<file path="src/rtl/core/rgb_to_ycbcr_subsample_pack_assert.svh">
// assertion macros shared by the rgb to ycbcr packer modules
// expects clk_i and rst_ni in the scope of each use
`ifndef RGB_TO_YCBCR_SUBSAMPLE_PACK_ASSERT_SVH
`define RGB_TO_YCBCR_SUBSAMPLE_PACK_ASSERT_SVH

// same-cycle implication
`define RYSP_ASSERT_NOW(name, ante, cons, msg) \
  name: assert property (@(posedge clk_i) disable iff (!rst_ni) (ante) |-> (cons)) \
    else $error(msg);

// next-cycle implication
`define RYSP_ASSERT_NEXT(name, ante, cons, msg) \
  name: assert property (@(posedge clk_i) disable iff (!rst_ni) (ante) |=> (cons)) \
    else $error(msg);

`endif

</file>
<file path="src/rtl/core/rysp_pkg.sv">
// shared types, codes and fixed-point constants of the rgb to ycbcr packer
// no dependencies
package rysp_pkg;

  localparam int COEF_FRAC_BITS = 16;
  // sums stay below 2^(frac+9), plus a sign bit
  localparam int SUM_W = COEF_FRAC_BITS + 10;

  localparam int DIM_W = 13;
  localparam int CNT_W = 12;
  localparam logic [DIM_W-1:0] MAX_DIM = 13'd4096;

  // register indexes
  localparam logic [2:0] REG_IMAGE_WIDTH   = 3'd0;
  localparam logic [2:0] REG_IMAGE_HEIGHT  = 3'd1;
  localparam logic [2:0] REG_OUTPUT_FORMAT = 3'd2;
  localparam logic [2:0] REG_CHROMA_SCALE  = 3'd3;
  localparam logic [2:0] REG_UV_SWAP       = 3'd4;

  // output formats
  localparam logic [1:0] FMT_PLANAR = 2'd0;
  localparam logic [1:0] FMT_YUYV   = 2'd1;
  localparam logic [1:0] FMT_UYVY   = 2'd2;

  // planar chroma scales
  localparam logic [1:0] CS_H2V2 = 2'd0;
  localparam logic [1:0] CS_H2V1 = 2'd1;
  localparam logic [1:0] CS_H1V2 = 2'd2;
  localparam logic [1:0] CS_H1V1 = 2'd3;

  // plane tags
  localparam logic [1:0] TAG_LUMA    = 2'd0;
  localparam logic [1:0] TAG_CHROMA1 = 2'd1;
  localparam logic [1:0] TAG_CHROMA2 = 2'd2;
  localparam logic [1:0] TAG_PACKED  = 2'd3;

  // coefficient in thousandths scaled to the fixed-point grid, rounded half up
  function automatic logic [SUM_W-1:0] coef(input longint milli);
    return SUM_W'(((milli <<< COEF_FRAC_BITS) + 64'sd500) / 1000);
  endfunction

  localparam logic [SUM_W-1:0] C_YR = coef(257);
  localparam logic [SUM_W-1:0] C_YG = coef(504);
  localparam logic [SUM_W-1:0] C_YB = coef(98);
  localparam logic [SUM_W-1:0] C_UR = coef(148);
  localparam logic [SUM_W-1:0] C_UG = coef(291);
  localparam logic [SUM_W-1:0] C_UB = coef(439);
  localparam logic [SUM_W-1:0] C_VR = coef(439);
  localparam logic [SUM_W-1:0] C_VG = coef(368);
  localparam logic [SUM_W-1:0] C_VB = coef(71);
  localparam logic [SUM_W-1:0] OFF_16  = SUM_W'(64'd16 << COEF_FRAC_BITS);
  localparam logic [SUM_W-1:0] OFF_128 = SUM_W'(64'd128 << COEF_FRAC_BITS);

  // per-pixel decisions taken at input time
  typedef struct packed {
    logic packed_mode;
    logic uyvy;
    logic odd;
    logic keep;
    logic eof;
    logic swap;
  } ctrl_t;

  // load of the output serializer, entry 0 goes out first
  typedef struct packed {
    logic [3:0][7:0] bytes;
    logic [3:0][1:0] tags;
    logic [2:0]      cnt;
    logic            eof;
  } ser_load_t;

endpackage

</file>
<file path="src/rtl/core/rgb_to_ycbcr_subsample_pack.sv">
// channel   dir  payload                                   handshake
// s_axis    in   tdata: red, green, blue                   tvalid/tready
// m_axis    out  tdata: sample, tuser: plane_tag/frame_end tvalid/tready, tlast
// cfg       in   index 0..4, 13-bit data                   cfg_we_i, no wait
//
// an accepted pixel sits in the input register, is converted and formatted, and
// loads the output serializer, which sends one byte per cycle while m_axis_tready is high
// pixels then follow at the pace of the serializer: a planar pixel sends three bytes with
// chroma or one luma byte, a packed pair four; a load may come as the last byte leaves
// packed even pixels only update the held pair and leave no bytes
// reset clears counters and held pair and sets the config registers to their defaults
// depends on rysp_pkg, rysp_pos, rysp_csc, rysp_ser
module rgb_to_ycbcr_subsample_pack (
  input  logic        clk_i,
  input  logic        rst_ni,
  input  logic        cfg_we_i,
  input  logic [2:0]  cfg_index_i,
  input  logic [12:0] cfg_wdata_i,
  input  logic        s_axis_tvalid,
  output logic        s_axis_tready,
  input  logic [23:0] s_axis_tdata,   // red [7:0], green [15:8], blue [23:16]
  output logic        m_axis_tvalid,
  input  logic        m_axis_tready,
  output logic [7:0]  m_axis_tdata,   // sample [7:0]
  output logic        m_axis_tlast,
  output logic [2:0]  m_axis_tuser    // plane_tag [1:0], frame_end [2]
);

  logic [rysp_pkg::DIM_W-1:0] width_q, height_q;
  logic [1:0] format_q, scale_q;
  logic       swap_q;

  logic            s1_valid_q;
  logic [23:0]     s1_rgb_q;
  rysp_pkg::ctrl_t s1_ctrl_q, pos_ctrl;

  logic [7:0] held_y_q, held_u_q, held_v_q;
  logic [7:0] cy, cu, cv, first, second;
  logic       produce, s1_fire, ser_free, load, s_accept;
  rysp_pkg::ser_load_t ld;

  assign s_accept      = s_axis_tvalid && s_axis_tready;
  assign produce       = !(s1_ctrl_q.packed_mode && !s1_ctrl_q.odd);
  assign s1_fire       = s1_valid_q && (!produce || ser_free);
  assign load          = s1_fire && produce;
  assign s_axis_tready = !s1_valid_q || s1_fire;

  always_ff @(posedge clk_i or negedge rst_ni) begin
    if (!rst_ni) begin
      width_q  <= 13'd640;
      height_q <= 13'd480;
      format_q <= rysp_pkg::FMT_PLANAR;
      scale_q  <= rysp_pkg::CS_H1V1;
      swap_q   <= 1'b0;
    end else if (cfg_we_i) begin
      unique case (cfg_index_i)
        rysp_pkg::REG_IMAGE_WIDTH:   width_q  <= cfg_wdata_i;
        rysp_pkg::REG_IMAGE_HEIGHT:  height_q <= cfg_wdata_i;
        rysp_pkg::REG_OUTPUT_FORMAT: format_q <= cfg_wdata_i[1:0];
        rysp_pkg::REG_CHROMA_SCALE:  scale_q  <= cfg_wdata_i[1:0];
        rysp_pkg::REG_UV_SWAP:       swap_q   <= cfg_wdata_i[0];
        default: ;
      endcase
    end
  end

  rysp_pos u_pos (
    .clk_i    (clk_i),
    .rst_ni   (rst_ni),
    .accept_i (s_accept),
    .width_i  (width_q),
    .height_i (height_q),
    .format_i (format_q),
    .scale_i  (scale_q),
    .swap_i   (swap_q),
    .ctrl_o   (pos_ctrl)
  );

  always_ff @(posedge clk_i or negedge rst_ni) begin
    if (!rst_ni) begin
      s1_valid_q <= 1'b0;
    end else if (s_accept) begin
      s1_valid_q <= 1'b1;
    end else if (s1_fire) begin
      s1_valid_q <= 1'b0;
    end
  end

  always_ff @(posedge clk_i) begin
    if (s_accept) begin
      s1_rgb_q  <= s_axis_tdata;
      s1_ctrl_q <= pos_ctrl;
    end
  end

  rysp_csc u_csc (
    .red_i   (s1_rgb_q[7:0]),
    .green_i (s1_rgb_q[15:8]),
    .blue_i  (s1_rgb_q[23:16]),
    .y_o     (cy),
    .u_o     (cu),
    .v_o     (cv)
  );

  assign first  = s1_ctrl_q.swap ? cv : cu;
  assign second = s1_ctrl_q.swap ? cu : cv;

  // even pixel of a packed pair
  always_ff @(posedge clk_i or negedge rst_ni) begin
    if (!rst_ni) begin
      held_y_q <= '0;
      held_u_q <= '0;
      held_v_q <= '0;
    end else if (s1_fire && !produce) begin
      held_y_q <= cy;
      held_u_q <= first;
      held_v_q <= second;
    end
  end

  always_comb begin
    ld.eof = s1_ctrl_q.eof;
    if (s1_ctrl_q.packed_mode) begin
      ld.cnt  = 3'd4;
      ld.tags = {4{rysp_pkg::TAG_PACKED}};
      if (s1_ctrl_q.uyvy) begin
        ld.bytes = {cy, held_v_q, held_y_q, held_u_q};
      end else begin
        ld.bytes = {held_v_q, cy, held_u_q, held_y_q};
      end
    end else begin
      ld.cnt   = s1_ctrl_q.keep ? 3'd3 : 3'd1;
      ld.bytes = {8'd0, second, first, cy};
      ld.tags  = {rysp_pkg::TAG_LUMA, rysp_pkg::TAG_CHROMA2,
                  rysp_pkg::TAG_CHROMA1, rysp_pkg::TAG_LUMA};
    end
  end

  rysp_ser u_ser (
    .clk_i         (clk_i),
    .rst_ni        (rst_ni),
    .load_i        (load),
    .load_data_i   (ld),
    .free_o        (ser_free),
    .m_axis_tvalid (m_axis_tvalid),
    .m_axis_tready (m_axis_tready),
    .m_axis_tdata  (m_axis_tdata),
    .m_axis_tlast  (m_axis_tlast),
    .m_axis_tuser  (m_axis_tuser)
  );

endmodule

</file>
<file path="src/rtl/core/rysp_pos.sv">
// column and row tracker with per-pixel mode decisions
// depends on rysp_pkg and rgb_to_ycbcr_subsample_pack_assert.svh
`include "rgb_to_ycbcr_subsample_pack_assert.svh"

module rysp_pos (
  input  logic                        clk_i,
  input  logic                        rst_ni,
  input  logic                        accept_i,
  input  logic [rysp_pkg::DIM_W-1:0]  width_i,
  input  logic [rysp_pkg::DIM_W-1:0]  height_i,
  input  logic [1:0]                  format_i,
  input  logic [1:0]                  scale_i,
  input  logic                        swap_i,
  output rysp_pkg::ctrl_t             ctrl_o
);

  logic [rysp_pkg::CNT_W-1:0] col_q, col_d;
  logic [rysp_pkg::CNT_W-1:0] row_q, row_d;
  logic [rysp_pkg::DIM_W-1:0] w, h, cw, ch;
  logic end_of_row, end_of_frame, xm, ym;

  function automatic logic [rysp_pkg::DIM_W-1:0] eff_dim(
    input logic [rysp_pkg::DIM_W-1:0] d
  );
    logic [rysp_pkg::DIM_W-1:0] r;
    if (d == '0) begin
      r = rysp_pkg::DIM_W'(1);
    end else if (d > rysp_pkg::MAX_DIM) begin
      r = rysp_pkg::MAX_DIM;
    end else begin
      r = d;
    end
    return r;
  endfunction

  always_comb begin
    w = eff_dim(width_i);
    h = eff_dim(height_i);
    end_of_row   = ({1'b0, col_q} + 13'd1) >= w;
    end_of_frame = end_of_row && (({1'b0, row_q} + 13'd1) >= h);
    xm = (scale_i == rysp_pkg::CS_H2V2) || (scale_i == rysp_pkg::CS_H2V1);
    ym = (scale_i == rysp_pkg::CS_H2V2) || (scale_i == rysp_pkg::CS_H1V2);
    cw = xm ? {1'b0, w[rysp_pkg::DIM_W-1:1]} : w;
    ch = ym ? {1'b0, h[rysp_pkg::DIM_W-1:1]} : h;

    ctrl_o.packed_mode = (format_i == rysp_pkg::FMT_YUYV) ||
                         (format_i == rysp_pkg::FMT_UYVY);
    ctrl_o.uyvy = (format_i == rysp_pkg::FMT_UYVY);
    ctrl_o.odd  = col_q[0];
    ctrl_o.keep = !(row_q[0] && ym) && !(col_q[0] && xm) &&
                  ({2'b00, row_q[rysp_pkg::CNT_W-1:1]} < ch) &&
                  ({2'b00, col_q[rysp_pkg::CNT_W-1:1]} < cw);
    ctrl_o.eof  = end_of_frame;
    ctrl_o.swap = swap_i;

    col_d = col_q;
    row_d = row_q;
    if (accept_i) begin
      if (end_of_row) begin
        col_d = '0;
        row_d = end_of_frame ? '0 : row_q + 12'd1;
      end else begin
        col_d = col_q + 12'd1;
      end
    end
  end

  always_ff @(posedge clk_i or negedge rst_ni) begin
    if (!rst_ni) begin
      col_q <= '0;
      row_q <= '0;
    end else begin
      col_q <= col_d;
      row_q <= row_d;
    end
  end

  `RYSP_ASSERT_NEXT(a_frame_wrap, accept_i && end_of_frame, (col_q == '0) && (row_q == '0), "position did not wrap at frame end")
  `RYSP_ASSERT_NEXT(a_col_step, accept_i && !end_of_row, col_q == $past(col_q) + 12'd1, "column did not advance")

endmodule

</file>
<file path="src/rtl/core/rysp_csc.sv">
// fixed-point rgb to studio-range ycbcr conversion with clamping
// depends on rysp_pkg
module rysp_csc (
  input  logic [7:0] red_i,
  input  logic [7:0] green_i,
  input  logic [7:0] blue_i,
  output logic [7:0] y_o,
  output logic [7:0] u_o,
  output logic [7:0] v_o
);

  localparam int SW = rysp_pkg::SUM_W;
  localparam int FB = rysp_pkg::COEF_FRAC_BITS;

  logic [SW-1:0] r, g, b, sy, su, sv;

  // negative gives 0, integer part above 255 gives 255
  function automatic logic [7:0] to_byte(input logic [SW-1:0] s);
    logic [SW-2-FB:0] ip;
    logic [7:0] res;
    ip = s[SW-2:FB];
    if (s[SW-1]) begin
      res = 8'd0;
    end else if (ip > 9'd255) begin
      res = 8'd255;
    end else begin
      res = ip[7:0];
    end
    return res;
  endfunction

  always_comb begin
    r = SW'(red_i);
    g = SW'(green_i);
    b = SW'(blue_i);
    sy = rysp_pkg::C_YR * r + rysp_pkg::C_YG * g + rysp_pkg::C_YB * b + rysp_pkg::OFF_16;
    su = rysp_pkg::OFF_128 - rysp_pkg::C_UR * r - rysp_pkg::C_UG * g + rysp_pkg::C_UB * b;
    sv = rysp_pkg::OFF_128 + rysp_pkg::C_VR * r - rysp_pkg::C_VG * g - rysp_pkg::C_VB * b;
    y_o = to_byte(sy);
    u_o = to_byte(su);
    v_o = to_byte(sv);
  end

endmodule

</file>
<file path="src/rtl/core/rysp_ser.sv">
// output serializer: holds up to four bytes of one load, sends one per cycle while m_axis_tready is high
// depends on rysp_pkg and rgb_to_ycbcr_subsample_pack_assert.svh
`include "rgb_to_ycbcr_subsample_pack_assert.svh"

module rysp_ser (
  input  logic                 clk_i,
  input  logic                 rst_ni,
  input  logic                 load_i,
  input  rysp_pkg::ser_load_t  load_data_i,
  output logic                 free_o,
  output logic                 m_axis_tvalid,
  input  logic                 m_axis_tready,
  output logic [7:0]           m_axis_tdata,  // sample
  output logic                 m_axis_tlast,
  output logic [2:0]           m_axis_tuser   // plane_tag [1:0], frame_end [2]
);

  logic [2:0]      cnt_q;
  logic [3:0][7:0] data_q;
  logic [3:0][1:0] tag_q;
  logic            eof_q;
  logic            take;

  assign take          = (cnt_q != 3'd0) && m_axis_tready;
  assign free_o        = (cnt_q == 3'd0) || ((cnt_q == 3'd1) && m_axis_tready);
  assign m_axis_tvalid = (cnt_q != 3'd0);
  assign m_axis_tdata  = data_q[0];
  assign m_axis_tlast  = (cnt_q == 3'd1);
  assign m_axis_tuser  = {eof_q, tag_q[0]};

  always_ff @(posedge clk_i or negedge rst_ni) begin
    if (!rst_ni) begin
      cnt_q <= '0;
    end else if (load_i) begin
      cnt_q <= load_data_i.cnt;
    end else if (take) begin
      cnt_q <= cnt_q - 3'd1;
    end
  end

  // payload, shifted down as items leave
  always_ff @(posedge clk_i) begin
    if (load_i) begin
      data_q <= load_data_i.bytes;
      tag_q  <= load_data_i.tags;
      eof_q  <= load_data_i.eof;
    end else if (take) begin
      data_q <= {8'd0, data_q[3:1]};
      tag_q  <= {2'd0, tag_q[3:1]};
    end
  end

  `RYSP_ASSERT_NOW(a_load_when_free, load_i, free_o, "serializer loaded while still busy")
  `RYSP_ASSERT_NEXT(a_drain, take && !load_i && (cnt_q > 3'd1), cnt_q == $past(cnt_q) - 3'd1, "serializer count did not drain")
  `RYSP_ASSERT_NOW(a_cnt_range, load_i, (load_data_i.cnt == 3'd1) || (load_data_i.cnt == 3'd3) || (load_data_i.cnt == 3'd4), "bad item count on load")

endmodule
</file>
<file path="config.mk">
export PLATFORM = sky130hd
export DESIGN_NAME = rgb_to_ycbcr_subsample_pack
export DESIGN_NICKNAME = d
export VERILOG_FILES = /design/src/rtl/core/rysp_pkg.sv /design/src/rtl/core/rgb_to_ycbcr_subsample_pack.sv /design/src/rtl/core/rysp_pos.sv /design/src/rtl/core/rysp_csc.sv /design/src/rtl/core/rysp_ser.sv
export VERILOG_INCLUDE_DIRS = /design/src /design/src/rtl/core
export SDC_FILE = /design/constraint.sdc
export NUM_CORES = 1
export LEC_CHECK = 0
export BUFFER_PORTS_ARGS = -buffer_cell sky130_fd_sc_hd__buf_2
export CAP_MARGIN = 20
export CORE_ASPECT_RATIO = 1.2
export CORE_MARGIN = 2
export CORE_UTILIZATION = 58
export CTS_CLUSTER_SIZE = 8
export DETAILED_ROUTE_END_ITERATION = 10
export PLACE_DENSITY = 0.82
export SETUP_SLACK_MARGIN = 0.05
export SYNTH_ARGS = -nofsm -noshare
export SYNTH_HDL_FRONTEND = slang
export SYNTH_SLANG_ARGS = --single-unit
export TNS_END_PERCENT = 50
</file>
<file path="constraint.sdc">
create_clock -name clk_i -period 23.8 [get_ports clk_i]
set_clock_uncertainty 0.15 [all_clocks]
set_input_delay 0 -clock clk_i [delete_from_list [all_inputs] [get_ports clk_i]]
set_output_delay 0 -clock clk_i [all_outputs]
set_load 0.005 [all_outputs]
</file>
# [Word level (Yosys, flattened, before mapping)]
# Index checks and enable logic that the tools add are counted.
[op_classes] add_sub_neg=14 n_eq_ne=9 n_mux=27 magnitude_cmp=9 n_mul=9 n_reduce_logical=38
[ops] cell="2-to-1 mux 32 bit" n=3
[ops] cell="multiplier 15 x 8 -> 23 bit, first input constant" n=4
[ops] cell="2-to-1 mux 8 bit" n=10
[ops] cell="2-to-1 mux 13 bit" n=6
[ops] cell="multiplier 14 x 8 -> 22 bit, first input constant" n=3
[ops] cell="subtractor 26 x 23 -> 26 bit" n=2
[ops] cell="2-to-1 mux 43 bit" n=1
[ops] cell="multiplier 13 x 8 -> 21 bit, first input constant" n=2
[ops] cell="greater-than comparator 9 x 8 -> 1 bit, second input constant" n=3
[ops] cell="adder 12 x 1 -> 13 bit, second input constant" n=2
[ops] cell="adder 26 x 21 -> 26 bit" n=1
[ops] cell="adder 26 x 21 -> 26 bit, second input constant" n=1
[ops] cell="adder 26 x 23 -> 26 bit" n=1
[ops] cell="greater-or-equal comparator 13 bit" n=2
[ops] cell="greater-than comparator 13 bit, second input constant" n=2
[ops] cell="zero test 13 bit" n=2
[ops] cell="less-than comparator 11 x 13 -> 1 bit" n=2
[ops] cell="subtractor 26 x 21 -> 26 bit" n=1
[ops] cell="adder 23 x 24 -> 25 bit" n=1
[ops] cell="adder 24 x 23 -> 25 bit, first input constant" n=1
[ops] cell="subtractor 24 x 22 -> 25 bit, first input constant" n=1
[ops] cell="adder 12 x 1 -> 12 bit, second input constant" n=2
[ops] cell="2-to-1 mux 12 bit" n=2
[ops] cell="logical AND 1 bit" n=13
[ops] cell="other kinds (16)" n=38
[word_totals] regBits=154 inputBits=45 wordCells=134 out_inout_bits=14

# [Logic depth before layout (Yosys ltp)]
# Gate-level depths: netlist of the first run.
[logic_depth] depth_word=10 mapped_depth=43 mapped_depth_nobuf=41

# [Hierarchy]
# Synthesis of the first run repeated with hierarchy kept, for this count alone.
[unflattened] cells_unflattened=2650 area_unflattened_um2=26280.2
[modules_own_cells] mod="rysp_csc" instances=1 area_each_um2=17379.2 cells_per_inst=1881
[modules_own_cells] mod="rgb_to_ycbcr_subsample_pack" instances=1 area_each_um2=3971.3 cells_per_inst=276
[modules_own_cells] mod="rysp_pos" instances=1 area_each_um2=2965.3 cells_per_inst=370
[modules_own_cells] mod="rysp_ser" instances=1 area_each_um2=1964.4 cells_per_inst=123

# [Worst setup path before layout of the first run]
# Ideal clock, no wire load.
[synth_path] path_kind="reg-to-reg" start="reg s1_rgb_q[9]" end="reg u_ser.data_q, in the netlist u_ser.m_axis_tdata[7] (data pin)" slack_ns=14.018 t_arrival_ns=9.371 period_less_slack_ns=9.782 required_ns=23.389 setup_ns=0.261 stages_incl_launch_ff=38 path_cell_list="edfxtp_1 inv_1 ha_1 ha_1 ha_1 inv_1 fa_1 and3b_1 o21a_1 or2_2 fa_1 inv_1 ha_1 inv_1 fa_1 inv_1 fa_1 ha_1 (+2 left out) nand2_1 a21o_1 a21oi_1 xnor2_1 fa_1 ha_1 fa_1 fa_1 ha_1 ha_1 a21o_1 a21o_1 a21o_1 a22o_1 or3_1 a21oi_1 nand3_1 a221o_1"
[synth_via] elab_chain_cells=9
[synth_lines] element="from (decl)" line_no="rgb_to_ycbcr_subsample_pack.sv:34" text="logic [23:0] s1_rgb_q;"
[synth_lines] element="from (signal assigned)" line_no="rgb_to_ycbcr_subsample_pack.sv:91" text="s1_rgb_q <= s_axis_tdata;"
[synth_lines] element="multiplier 15 x 8 -> 23 bit (*)" line_no="rysp_csc.sv:36" text="sy = rysp_pkg::C_YR * r + rysp_pkg::C_YG * g + rysp_pkg::C_YB * b + rysp_pkg::OFF_16;"
[synth_lines] element="adder 23 x 24 -> 25 bit (*)" line_no="rysp_csc.sv:36"
[synth_lines] element="adder 26 x 21 -> 26 bit (*) (2 in series)" line_no="rysp_csc.sv:36"
[synth_lines] element="greater-than comparator 9 x 8 -> 1 bit" line_no="rysp_csc.sv:24" text="end else if (ip > 9'd255) begin"
[synth_lines] element="2-to-1 mux 8 bit" line_no="rysp_csc.sv:24"
[synth_lines] element="2-to-1 mux 8 bit (*)" line_no="rysp_csc.sv:22" text="if (s[SW-1]) begin"
[synth_lines] element="2-to-1 mux 43 bit (*)" line_no="rgb_to_ycbcr_subsample_pack.sv:123" text="if (s1_ctrl_q.packed_mode) begin"
[synth_lines] element="2-to-1 mux 32 bit (*)" line_no="rysp_ser.sv:43" text="if (load_i) begin"
[synth_lines] element="to (signal assigned)" line_no="rysp_ser.sv:44" text="data_q <= load_data_i.bytes;"
[synth_lines] element="to (signal assigned)" line_no="rysp_ser.sv:48" text="data_q <= {8'd0, data_q[3:1]};"
[synth_lines] element="to (decl)" line_no="rysp_ser.sv:19" text="logic [3:0][7:0] data_q;"
# Mark *: on every way between the ends. The rest lies on a longest branch, timed or not.
# A chain may end at the register's enable or synchronous reset.

# [Worst setup path after layout of the first run]
[layout_path] start="reg s1_rgb_q[14]" end="reg u_ser.data_q, in the netlist u_ser.m_axis_tdata[1] (data pin)"
# Same word-level chain as after synthesis.

==> results of run 1 <==
-- sequential cells by signal, summed over array words and instances (netlist names), 12 cells and up --
| signal | flops |
|---|---|
| u_pos.row_q | 12 |
| height_q | 13 |
| s1_rgb_q | 24 |
| u_ser.data_q | 24 |
| width_q | 13 |
| u_pos.col_q | 12 |
-- logic make-up (layout without fill, tap and decap cells) --
family / Yosys count / count (layout) / synth area share [%]
adders and majority gates: 835 / 835 / 47.4
buffers and inverters: 624 / 725 / 8.98
and+or+nand+nor: 537 / 537 / 9.50
AOI/OAI and AO/OA: 504 / 504 / 12.5
DFF: 153 / 153 / 15.7
xor gates and xnor gates: 111 / 111 / 3.65
muxes: 53 / 53 / 2.21
-- layout make-up --
cell class / count / area (um^2) / share of cell area [%]
Tap cell: 616 / 771 / 2.68
Inverter: 568 / 2130 / 7.43
Timing Repair Buffer: 125 / 943 / 3.29
Clock inverter: 13 / 156 / 0.545
Multi-Input combinational cell: 2040 / 20100 / 69.9
Clock buffer: 19 / 443 / 1.54
Sequential cell: 153 / 4190 / 14.6
-- Yosys cell counts, drive strengths merged (37+ instances only) --
master	n	area, um^2
clkbuf	41	154
a21o	37	278
mux2	46	518
edfxtp	70	2100
xnor2	73	639
dfrtp	75	1880
and3	45	282
o21ai	99	499
fa	292	5850
a21oi	133	666
a31oi	53	332
xor2	38	333
ha	543	6790
nand2	165	619
inv	568	2130
nand3	61	305
nor2	136	513
-- worst min path at each step --
stage / cells after the start / end
2_1_floorplan: 0 / format_q[0]
3_3_place_gp: 1 / s1_rgb_q[5]
3_5_place_dp: 1 / s1_rgb_q[16]
4_1_cts: 2 / s1_rgb_q[3]
5_1_grt: 2 / swap_q
6_report: 2 / width_q[3]
-- per-stage QoR --
stage / setup WS, ns / hold slack, ns / area, um^2 / util [%] / std cells
2_1_floorplan: 14.02 / -0.446 / 26700 / - / 2817
3_3_place_gp: 13.07 / 0.0264 / 27600 / 60.5 / 3453
3_5_place_dp: 12.94 / 0.0285 / 27600 / 60.5 / 3453
4_1_cts: 12.89 / 0.0877 / 28700 / 62.8 / 3531
5_1_grt: 12.31 / 0.0117 / 28700 / 62.9 / 3534
6_report: 12.84 / -0.0357 / 28700 / 62.9 / 3534
-- worst register-to-register path: cells and delay by family (launching register included) --
kind / cells / cell delay (ns)
DFF: 1 / 0.73
and+or+nand+nor: 6 / 1.36
adders and majority gates: 15 / 5.65
AOI/OAI and AO/OA: 10 / 1.96
xor gates and xnor gates: 2 / 0.45
buffers and inverters: 4 / 0.48
-- per-layer routing --
layer	GRT usage [%]	vias to the layer above
met2	56.5	856
met1	40.4	10400
met4	16.8	2
li1	-	9692
met3	5.21	214
met5	0	-
==> out/metrics.cfg, run 1 <==
[status]
outcome=finished with violations
failed_checks=negative hold slack

[setup_path]
r2r_end=u_ser.m_axis_tdata[1]
required_ns=23.94
path_buf_inv=4
critPathTopFamily=adder cells
worst_setup_path_end_kind=register
critPathLaunch=s1_rgb_q[14]
regToRegSetupSlack_ns=12.84
cp.arrival_ns=11.09
startpoint_type=register
slowest_delay_ns=0.73
cp-endpoint=u_ser.m_axis_tdata[1]
path_depth=37
r2r-start=s1_rgb_q[14]
reg2reg_depth=37
cp_max_fo=16
crit_slowest_cell=edfxtp_1
crit_type=register to register
cp_common_cell=ha_1

[sta]
fin_crit_sh_pct=46.0
slew_headroom_pct=24.6
final_max_slew_viol_count=0
rsz0062_at_grt=no
tns_ns=0
min_period_ns=10.96
max_freq_ghz=0.0913
whs_ns=-0.0357
hold_viol_final=30
worst_slew_pin_slew_ns=1.12
setup_violations=0

[yosys]
ys_seq_elements=153
synth_nets=3697
ys.warnings.count=0
synth_edf_count=70
synth_area_per_cell_um2=9.46
syn_inst=2817
synth-seq-area-share_pct=15.7
async_reset_ff_share_pct=54.2
synth_cell_types=79
synthFlopType=dfrtp_1
synth_area_um2=26700

[routing]
wl_per_cell_um=21.4
topRoutingLayerUsed=met5
met2_length_um=36800
dr.pass1.iters=6
wl_um=75700
met1Wirelength_um=29700
vias_per_cell=6.00
wl_met3_um=5000
antenna_left=0
vias=21200
route.detailed.drc=0
drtIter0Drc=1325

[global_routing]
grt_max_degree=84
grt_overflow=0
grtUsageTotal_pct=33.1
first_global_vias=22500
grt_pass1_wl_um=120000
antenna_found_initial=1

[run]
maxCapViolCount=0

[clock_tree]
htreeDepth=4
numCtsBuffers=17
clockBufferDepth=2
worstSkewPairLatency_ns=0.46
cts_num_sinks=153
cts_tree=yes
clockRootBuffer=clkbuf_16
cts_hold_buffers=46
clk_pin_slew_ns=0.08
post_cts_buffers=0
cts-resized-gates=0

[final_layout]
fillers=3751
num_antenna_cells=0
final_cell_mix=inv_1, ha_1, fa_1
area_delta_synth_final_pct=7.71
drive_gt1_share_pct=6.68
final_nets=3785
final_common_cell=inv_1

[floorplan]
die_w_um=200
pin_count=59
die_h_um=239
initial_core_util_pct=58.4
die-area_um2=47700
core_area_um2=45600
num_rows=86

[place]
place_hpwl_um=61500
place.gp.congestion=0.977
portBuffers=58

[hold_path]
worst_hold_path_type=primary input to async pin

Power of run 1 is not shown: default switching activity piles up to over one toggle a cycle in this logic, so the estimate is an artifact.
==> run 2, diff against run 1 <==
--- a/config.mk
+++ b/config.mk
@@ -13,7 +13,7 @@
 export CORE_UTILIZATION = 58
 export CTS_CLUSTER_SIZE = 8
 export DETAILED_ROUTE_END_ITERATION = 10
-export PLACE_DENSITY = 0.82
+export PLACE_DENSITY = 0.85
 export SETUP_SLACK_MARGIN = 0.05
 export SYNTH_ARGS = -nofsm -noshare
 export SYNTH_HDL_FRONTEND = slang
==> constraint.sdc (replaced) <==
create_clock -name clk_i -period 9.2 [get_ports clk_i]
set_clock_uncertainty 0.15 [all_clocks]
set_input_delay 0 -clock clk_i [delete_from_list [all_inputs] [get_ports clk_i]]
set_output_delay 0 -clock clk_i [all_outputs]
set_load 0.005 [all_outputs]
==> out/metrics.cfg, run 2 (synthesis gave the netlist of run 1 again) <==
[sta]
slew_headroom_pct=29.3  ; was 24.6%
setup_violations=32  ; was 0
min_period_ns=9.50  ; was 10.96 ns
rsz0062_at_grt=yes  ; was no
whs_ns=0.108  ; was -0.0357 ns
postLayoutSetupSlackWorst_ns=-0.297  ; was 12.84 ns
max_freq_ghz=0.105  ; was 0.0913 GHz
final_max_slew_viol_count=0  ; unchanged
fin_crit_sh_pct=103  ; was 46.0%
hold_viol_final=0  ; was 30
tns_ns=-5.95  ; was 0 ns
worst_slew_pin_slew_ns=1.06  ; was 1.12 ns

[routing]
dr.pass1.iters=6  ; unchanged
vias_per_cell=6.10  ; was 6.00
antenna_left=0  ; unchanged
drtIter0Drc=1844  ; was 1325
wl_um=81500  ; was 75700 um
vias=22400  ; was 21.2k
wl_per_cell_um=22.2  ; was 21.4 um
route.detailed.drc=0  ; unchanged

[clock_tree]
numCtsBuffers=17  ; unchanged
cts_num_sinks=153  ; unchanged
htreeDepth=4  ; unchanged
clockBufferDepth=2  ; unchanged
clockRootBuffer=clkbuf_16  ; unchanged
cts_tree=yes  ; unchanged
clk_pin_slew_ns=0.07  ; was 0.08 ns
worstSkewPairLatency_ns=0.46  ; about the same

[place]
place.gp.congestion=1.05  ; was 0.977
portBuffers=58  ; unchanged
dpl_cell_area_um2=28600  ; was 27600 um^2
place_hpwl_um=63700  ; was 61500 um

[status]
outcome=finished with violations  ; unchanged
failed_checks=negative setup slack  ; was negative hold slack

[hold_path]
worst_hold_path_type=primary input to register  ; was primary input to async pin

[setup_path]
cp.arrival_ns=9.54  ; was 11.09 ns
slowest_delay_ns=0.58  ; was 0.73 ns
crit_type=register to register  ; unchanged
worst_setup_path_end_kind=register  ; unchanged
required_ns=9.25  ; was 23.94 ns
startpoint_type=register  ; unchanged
crit_slowest_cell=fa_1  ; was edfxtp_1
cp_max_fo=5  ; was 16

[final_layout]
utilization_pct=67.0  ; was 62.9%
final_common_cell=inv_1  ; unchanged
area_delta_synth_final_pct=14.7  ; was 7.71%
drive_gt1_share_pct=14.5  ; was 6.68%
design_area_um2=30600  ; was 28700 um^2
largestRegisters=s1_rgb_q (24), u_ser.data_q (24)  ; unchanged
final_nets=3916  ; was 3785
final_cell_mix=inv_1, ha_1, fa_1  ; unchanged
num_antenna_cells=0  ; unchanged

[global_routing]
grt_overflow=0  ; unchanged
first_global_vias=23600  ; was 22.5k
grt_pass1_wl_um=126000  ; was 120000 um
antenna_found_initial=0  ; was 1
grtUsageTotal_pct=34.5  ; was 33.1%
grt_max_degree=84  ; unchanged

[floorplan]
num_rows=86  ; unchanged
pin_count=59  ; unchanged
initial_core_util_pct=58.4  ; unchanged
die_h_um=239  ; unchanged
die_w_um=200  ; unchanged
core_area_um2=45600  ; unchanged
die-area_um2=47700  ; unchanged

[run]
maxCapViolCount=0  ; unchanged

==> run 2: cell type report <==
type,instances,area [um^2]
timing repair buffer,256,1990
fill,3370,15100
inverter,568,2140
tap,616,771
sequential,153,4190
clock buffer,18,429
multi-input combinational,2040,20900
clock inverter,14,136
==> run 2: worst max-delay path, delay by kind of cell (launching register included) <==
family                     cells  cell delay (ns)
AOI/OAI and AO/OA              5             1.48
and+or+nand+nor                8             1.35
buffers and inverters          4             0.35
DFF                            1             0.52
adders and majority gates     14             5.19
xor gates and xnor gates       1             0.22
==> run 2: metrics by stage <==
step,std cells,setup WS [ns]
finish,3665,-0.297
global route,3665,-0.573
CTS,3650,-0.311
detailed placement,3560,-0.522
global placement,3560,-0.315
floorplan,2817,-0.0819
==> run 2: final timing paths <==
kind | cells after the start | start | end | slack (ns)
min in group asynchronous | 3 | rst_ni | width_q[3] | 0.46
min | 2 | s_axis_tdata[4] | s1_rgb_q[4] | 0.11
max reg2reg | 32 | s1_rgb_q[14] | u_ser.m_axis_tdata[3] | -0.30
max | 32 | s1_rgb_q[14] | u_ser.m_axis_tdata[3] | -0.30
min reg2reg | 0 | ld[0] | u_ser.eof_q | 0.31
max in group asynchronous | 4 | rst_ni | scale_q[0] | 7.80
==> run 2: metal layers <==
layer  part of all wire (%)  global-route usage (%)
met3                    7.6                    5.26
met1                     37                    41.5
met5                      0                       0
met4                    8.1                    22.0
met2                     48                    57.7
==> run 2: timing repair <==
action,CTS,global route
hold endpoints to repair,134,24
hold buffers,45,1
pin swaps,37,66
gates resized for setup,43,86
gates cloned,0,1
setup endpoints to repair,32,55
setup buffers,13,9
Power of run 2 is left out for the same reason.
